==> config.mk <==
export PLATFORM = sky130hd
export DESIGN_NAME = gbn_iou
export DESIGN_NICKNAME = d
export VERILOG_FILES = /design/src/gbn_pkg.sv /design/src/gbn_iou.sv
export SDC_FILE = /design/constraint.sdc
export NUM_CORES = 2
export LEC_CHECK = 0
export ABC_AREA = 1
export BUFFER_PORTS_ARGS = -buffer_cell sky130_fd_sc_hd__buf_2
export CORE_MARGIN = 10
export CORE_UTILIZATION = 30
export DETAILED_ROUTE_END_ITERATION = 12
export MAX_ROUTING_LAYER = met4
export PLACE_DENSITY_LB_ADDON = 0.05
export SYNTH_ARGS = -nofsm -noshare
export SYNTH_HDL_FRONTEND = slang
export SYNTH_SLANG_ARGS = --single-unit
==> constraint.sdc <==
create_clock -name i_clk -period 10.45 [get_ports i_clk]
set_input_delay 0.5225 -clock i_clk [delete_from_list [all_inputs] [get_ports i_clk]]
set_output_delay 0.5225 -clock i_clk [all_outputs]
set_load 0.05 [all_outputs]
==> src/gbn_pkg.sv <==
// ----------------------------------------------------------------------------
// gbn_pkg: shared types and constants for the greedy box suppression block
// Widths, word layouts, register indexes and the comparison unit status.
// ----------------------------------------------------------------------------
package gbn_pkg;

    localparam int KEEP_DEPTH = 64;
    localparam int COORD_BITS = 16;

    localparam int ADDR_W  = (KEEP_DEPTH > 1) ? $clog2(KEEP_DEPTH) : 1;
    localparam int CNT_W   = $clog2(KEEP_DEPTH + 1);
    localparam int AREA_W  = 2 * COORD_BITS;
    localparam int UNION_W = AREA_W + 1;
    localparam int THR_W   = 17;
    localparam int FRAC_W  = 16;
    localparam int PROD_W  = THR_W + UNION_W;
    localparam int CMP_W   = (PROD_W > AREA_W + FRAC_W) ? PROD_W : AREA_W + FRAC_W;
    localparam int MAXK_W  = 7;
    localparam int LIM_W   = (CNT_W > MAXK_W) ? CNT_W : MAXK_W;
    localparam int ORD_W   = 16;
    localparam int KCNT_W  = 7;

    localparam int CFG_IDX_W  = 1;
    localparam int CFG_DATA_W = (THR_W > MAXK_W) ? THR_W : MAXK_W;

    localparam logic [CFG_IDX_W-1:0] CFG_IOU_THR  = 1'd0;
    localparam logic [CFG_IDX_W-1:0] CFG_MAX_KEEP = 1'd1;

    localparam logic [THR_W-1:0]  THR_RESET  = 17'd45875;
    localparam logic [MAXK_W-1:0] MAXK_RESET = 7'd64;

    typedef logic [COORD_BITS-1:0] t_coord;

    typedef struct packed {
        t_coord x0;
        t_coord y0;
        t_coord x1;
        t_coord y1;
    } t_box;

    typedef struct packed {
        t_box              box;
        logic [AREA_W-1:0] area;
    } t_keep_entry;

    typedef struct packed {
        logic   new_set;
        t_coord box_xmin;
        t_coord box_ymin;
        t_coord box_xmax;
        t_coord box_ymax;
    } t_box_in;

    typedef struct packed {
        logic              kept;
        logic              list_full;
        logic [ORD_W-1:0]  box_ordinal;
        logic [KCNT_W-1:0] kept_count;
    } t_box_out;

    typedef struct packed {
        logic busy;
        logic hit_valid;
        logic hit;
    } t_iou_stat;

endpackage

==> src/gbn_iou.sv <==
// ----------------------------------------------------------------------------
// gbn_iou: pipelined overlap test against one kept box per cycle
// Six stages: RAM alignment, overlap, intersection, union, product, compare.
// ----------------------------------------------------------------------------
module gbn_iou (
    input  logic                            i_clk,
    input  logic                            i_rst_n,
    input  logic                            i_issue,
    input  gbn_pkg::t_box                   i_cand,
    input  logic [gbn_pkg::AREA_W-1:0]      i_cand_area,
    input  logic [gbn_pkg::THR_W-1:0]       i_thr,
    input  gbn_pkg::t_keep_entry            i_entry,
    output gbn_pkg::t_iou_stat              o_stat
);

    localparam int C = gbn_pkg::COORD_BITS;

    logic r_v0, r_v1, r_v2, r_v3, r_v4, r_v5;
    logic r_dis1, r_dis2, r_dis3, r_dis4;
    logic r_hit5;

    logic [C-1:0]                 r_iw, r_ih;
    logic [gbn_pkg::AREA_W-1:0]   r_areab1, r_areab2;
    logic [gbn_pkg::AREA_W-1:0]   r_inter2, r_inter3, r_inter4;
    logic [gbn_pkg::UNION_W-1:0]  r_uni3;
    logic [gbn_pkg::PROD_W-1:0]   r_prod4;

    logic         w_dis;
    logic [C-1:0] w_lo_x, w_hi_x, w_lo_y, w_hi_y;
    logic [gbn_pkg::CMP_W-1:0] w_lhs, w_rhs;

    // overlap window of candidate and stored box
    always_comb begin
        w_dis  = (i_cand.x0 > i_entry.box.x1) || (i_cand.x1 < i_entry.box.x0) ||
                 (i_cand.y0 > i_entry.box.y1) || (i_cand.y1 < i_entry.box.y0);
        w_lo_x = (i_cand.x0 > i_entry.box.x0) ? i_cand.x0 : i_entry.box.x0;
        w_hi_x = (i_cand.x1 < i_entry.box.x1) ? i_cand.x1 : i_entry.box.x1;
        w_lo_y = (i_cand.y0 > i_entry.box.y0) ? i_cand.y0 : i_entry.box.y0;
        w_hi_y = (i_cand.y1 < i_entry.box.y1) ? i_cand.y1 : i_entry.box.y1;
    end

    assign w_lhs = gbn_pkg::CMP_W'({r_inter4, {gbn_pkg::FRAC_W{1'b0}}});
    assign w_rhs = gbn_pkg::CMP_W'(r_prod4);

    always_ff @(posedge i_clk) begin
        if (!i_rst_n) begin
            r_v0 <= 1'b0;
            r_v1 <= 1'b0;
            r_v2 <= 1'b0;
            r_v3 <= 1'b0;
            r_v4 <= 1'b0;
            r_v5 <= 1'b0;
        end else begin
            r_v0 <= i_issue;
            r_v1 <= r_v0;
            r_v2 <= r_v1;
            r_v3 <= r_v2;
            r_v4 <= r_v3;
            r_v5 <= r_v4;
        end
    end

    always_ff @(posedge i_clk) begin
        // overlap
        r_dis1   <= w_dis;
        r_iw     <= w_hi_x - w_lo_x;
        r_ih     <= w_hi_y - w_lo_y;
        r_areab1 <= i_entry.area;
        // intersection area
        r_dis2   <= r_dis1;
        r_areab2 <= r_areab1;
        r_inter2 <= gbn_pkg::AREA_W'(r_iw) * gbn_pkg::AREA_W'(r_ih);
        // union area
        r_dis3   <= r_dis2;
        r_inter3 <= r_inter2;
        r_uni3   <= gbn_pkg::UNION_W'(i_cand_area) + gbn_pkg::UNION_W'(r_areab2)
                    - gbn_pkg::UNION_W'(r_inter2);
        // threshold times union
        r_dis4   <= r_dis3;
        r_inter4 <= r_inter3;
        r_prod4  <= gbn_pkg::PROD_W'(i_thr) * gbn_pkg::PROD_W'(r_uni3);
        // drop test
        r_hit5   <= !r_dis4 && (w_lhs > w_rhs);
    end

    assign o_stat.busy      = r_v0 | r_v1 | r_v2 | r_v3 | r_v4 | r_v5;
    assign o_stat.hit_valid = r_v5;
    assign o_stat.hit       = r_hit5;

endmodule

==> run_results.csv <==
group,metric,value,unit
worst_setup_path,worst_ep_required_time,10.91,ns
sta,timing.fmax,157,MHz
placed_design,numPortBuffers,214,
placed_design,post-dp-hpwl,112000,um
logic_synthesis,yosysWarningCount,0,
global_routing,grt_pass1_wl,215000,um
sta,hold-worst-slack,0.0512,ns
sta,setup_viol,0,
routing,final_antenna_net_count,0,
placed_design,finalWeightedCongestion,0.899,
clock_tree,htreeDepth,2,
clock_tree,tritoncts,"yes",
routing,drt-vias-per-instance,4.41,
routing,drt_iter0_markers,1192,
logic_synthesis,postSynthNetCount,6853,
global_routing,grt_start_max_net_pins,34,
job,drv.max_cap_violation_count,0,
sta,finalSetupTns,0,ns
layout,layout-area-overhead-vs-synth,9.96,%
logic_synthesis,share_of_async_settable_or_async_resettable_flops_after_synthesis,0,%
sta,period_minus_slack,6.37,ns
logic_synthesis,synth.area.mux_share,0,%
sta,post-route-period-util,60.9,%
logic_synthesis,yosysMostFrequentCell,"inv_1",
floorplan,die-width,396,um
clock_tree,cts-root-to-sink-buffers,3,
routing,detail_route.drc_violations,0,
sta,worst_clock_skew,0.0238,ns
routing,route.vias.total,33000,
sta,final_hold_violations,0,
routing,routed_wire_length_per_instance,18.1,um
sta,slew_headroom,23.2,%
clock_tree,clock-sinks,286,
layout,layout.nets,6935,
outcome,outcome,"finished, final reports clean",
floorplan,die_height,396,um
logic_synthesis,postSynthRegisterBits,286,
floorplan,dieArea,157000,um^2
logic_synthesis,compound_gate_fraction_of_synth_area,6.68,%
floorplan,rows,137,
global_routing,grt_usage,18.0,%
clock_tree,tritoncts.num_buffers,37,
logic_synthesis,postSynthCellCount,5502,
logic_synthesis,yosys.area.top_type,"fa_1",
logic_synthesis,syn_area,42400,um^2
logic_synthesis,synth_area_leaders,"fa_1 (33%), dfxtp_1 (14%), ha_1 (13%), inv_1 (13%), nand2_1 (12%)",
worst_setup_path,critical_path_class,"flip-flop to flip-flop",
worst_setup_path,worstSetupStartpointType,"flip-flop",
logic_synthesis,synth_largest_type_area_fraction,32.7,%
floorplan,design.core.area,140000,um^2
floorplan,top_level_ports,215,
clock_tree,post_cts_buffers,0,
sta,rsz_0062_raised_after_global_routing,"no",
layout,layout-drive-gt1-share,6.97,%
routing,totalWireLength,135000,um
worst_setup_path,cp_data_arrival_time,6.82,ns
layout,fillers,15300,
global_routing,number_of_global_route_vias_before_repair,36800,
routing,detail_route.first_pass.iterations,5,
global_routing,grt.overflow.total,0,
floorplan,floorplan.initialDensity,30.3,%
logic_synthesis,yosys_most_used_dff,"dfxtp_1",
worst_setup_path,timing.critical_path.to_type,"flip-flop",
logic_synthesis,commonest_cells_in_the_synthesized_netlist,"inv_1 (1482), nand2_1 (1346), fa_1 (692)",
global_routing,grt_antenna_before_repair,6,
logic_synthesis,xor_xnor_cell_area_share_of_the_yosys_netlist,2.23,%
logic_synthesis,post_synth_num_cell_types,51,
placed_design,place_inst,7416,
clock_tree,cts.root.buffer_cell,"clkbuf_16",
sta,final_max_slew_viol_count,0,
logic_synthesis,synth_edf_count,0,
logic_synthesis,synth_top_family_by_area,"adder cells",
worst_hold_path,hold_path_class,"input pin to flip-flop",
logic_synthesis,ys_seq_area_share,13.5,%
worst_setup_path,worstPathMaxFanout,17,
logic_synthesis,post_synth_simple_gate_area,16.5,%
logic_synthesis,avgSynthCellArea,7.70,um^2
logic_synthesis,synth_fa_ha_area_share,45.9,%
clock_tree,clkTransAtPathRegs,0.07,ns
clock_tree,worst_skew_pair.late_latency,0.58,ns
sta,worst_slew_pin_tran,1.15,ns
layout,stdcell_count,7489,
-- cell usage in the layout (no fill, tap or decap), drive strengths merged, types with 40 or more instances in the layout --
cell type / n
ha: 447
nand3: 91
a21oi: 274
o21ai: 150
clkbuf: 45
nor3: 40
fa: 692
xor2: 79
buf: 250
nand2: 1359
nor2: 209
inv: 1503
dfxtp: 286
-- what timing repair did --
| action | in CTS | in global routing |
|---|---|---|
| hold buffers | 5 | 0 |
| resized for setup | 0 | 0 |
| hold endpoints to repair | 5 | 0 |
-- state kept, by name (all words and copies together) (netlist names), 16 cells and up --
register / cells
r_areab1: 32
r_areab2: 32
r_inter4: 32
r_inter2: 32
r_iw: 16
r_inter3: 32
r_prod4: 50
r_ih: 16
r_uni3: 33
-- per-stage QoR --
step           utilization [%]  instance area, um^2  setup slack (ns)
2_1_floorplan                -                42400              4.84
3_3_place_gp              32.4                45300              3.79
3_5_place_dp              32.4                45300              3.84
4_1_cts                   33.3                46600              4.07
5_1_grt                   33.3                46600              3.79
6_report                  33.3                46600              4.08
-- routing by layer --
metal | track usage (%) | routed length [um] | part of all wire (%) | up-vias
met2 | 32.3 | 69400 | 51 | 396
li1 | - | - | - | 16300
met3 | 1.27 | 3220 | 2.4 | 120
met1 | 22.5 | 60800 | 45 | 16200
met4 | 2.79 | 1950 | 1.4 | 0
met5 | - | 0 | 0 | -
-- path summary, 6_finish.rpt --
check	start	end	slack (ns)	depth (start not counted)
setup reg to reg	r_uni3[25]$_DFF_P_	r_prod4[37]$_DFF_P_	4.08	18
hold reg to reg	r_inter3[0]$_DFF_P_	r_inter4[0]$_DFF_P_	0.32	0
hold / removal	i_entry[26]	r_areab1[26]$_DFF_P_	0.05	1
setup / recovery	r_uni3[25]$_DFF_P_	r_prod4[37]$_DFF_P_	4.08	18
-- layout make-up --
| type | instances | area [um^2] | area share [%] |
|---|---|---|---|
| antenna | 1 | 2.50 | 0.00537 |
| sequential | 286 | 5730 | 12.3 |
| multi-input combinational | 3507 | 30200 | 64.8 |
| tap | 1876 | 2350 | 5.04 |
| inverter | 1497 | 5620 | 12.1 |
| clock inverter | 22 | 287 | 0.615 |
| timing repair buffer | 255 | 1390 | 2.98 |
| clock buffer | 45 | 1020 | 2.18 |
-- worst max-delay path: stages (launching register included) --
cell,delay [ns]
dfxtp_1,1.07
nand2_1,0.19
fa_1,0.55
fa_1,0.52
fa_1,0.51
inv_1,0.05
fa_1,0.52
fa_1,0.52
inv_1,0.06
fa_1,0.48
inv_1,0.04
ha_1,0.39
nand2_1,0.13
nor2_1,0.15
inv_2,0.07
o21ai_1,0.35
a21oi_1,0.14
nand3_1,0.18
xor2_1,0.30
-- kinds of logic (layout without fill, tap and decap cells) --
kind of cell	count (synthesis)	count (layout)
flip-flops	286	286
other	0	1
AO/OA/AOI/OAI	507	507
XOR/XNOR	108	108
AND/OR/NAND/NOR	1753	1753
buffers and inverters	1709	1819
adder cells (fa/ha/maj)	1139	1139
Power is not shown: default switching activity piles up to over one toggle a cycle in this logic, so the estimate is an artifact.
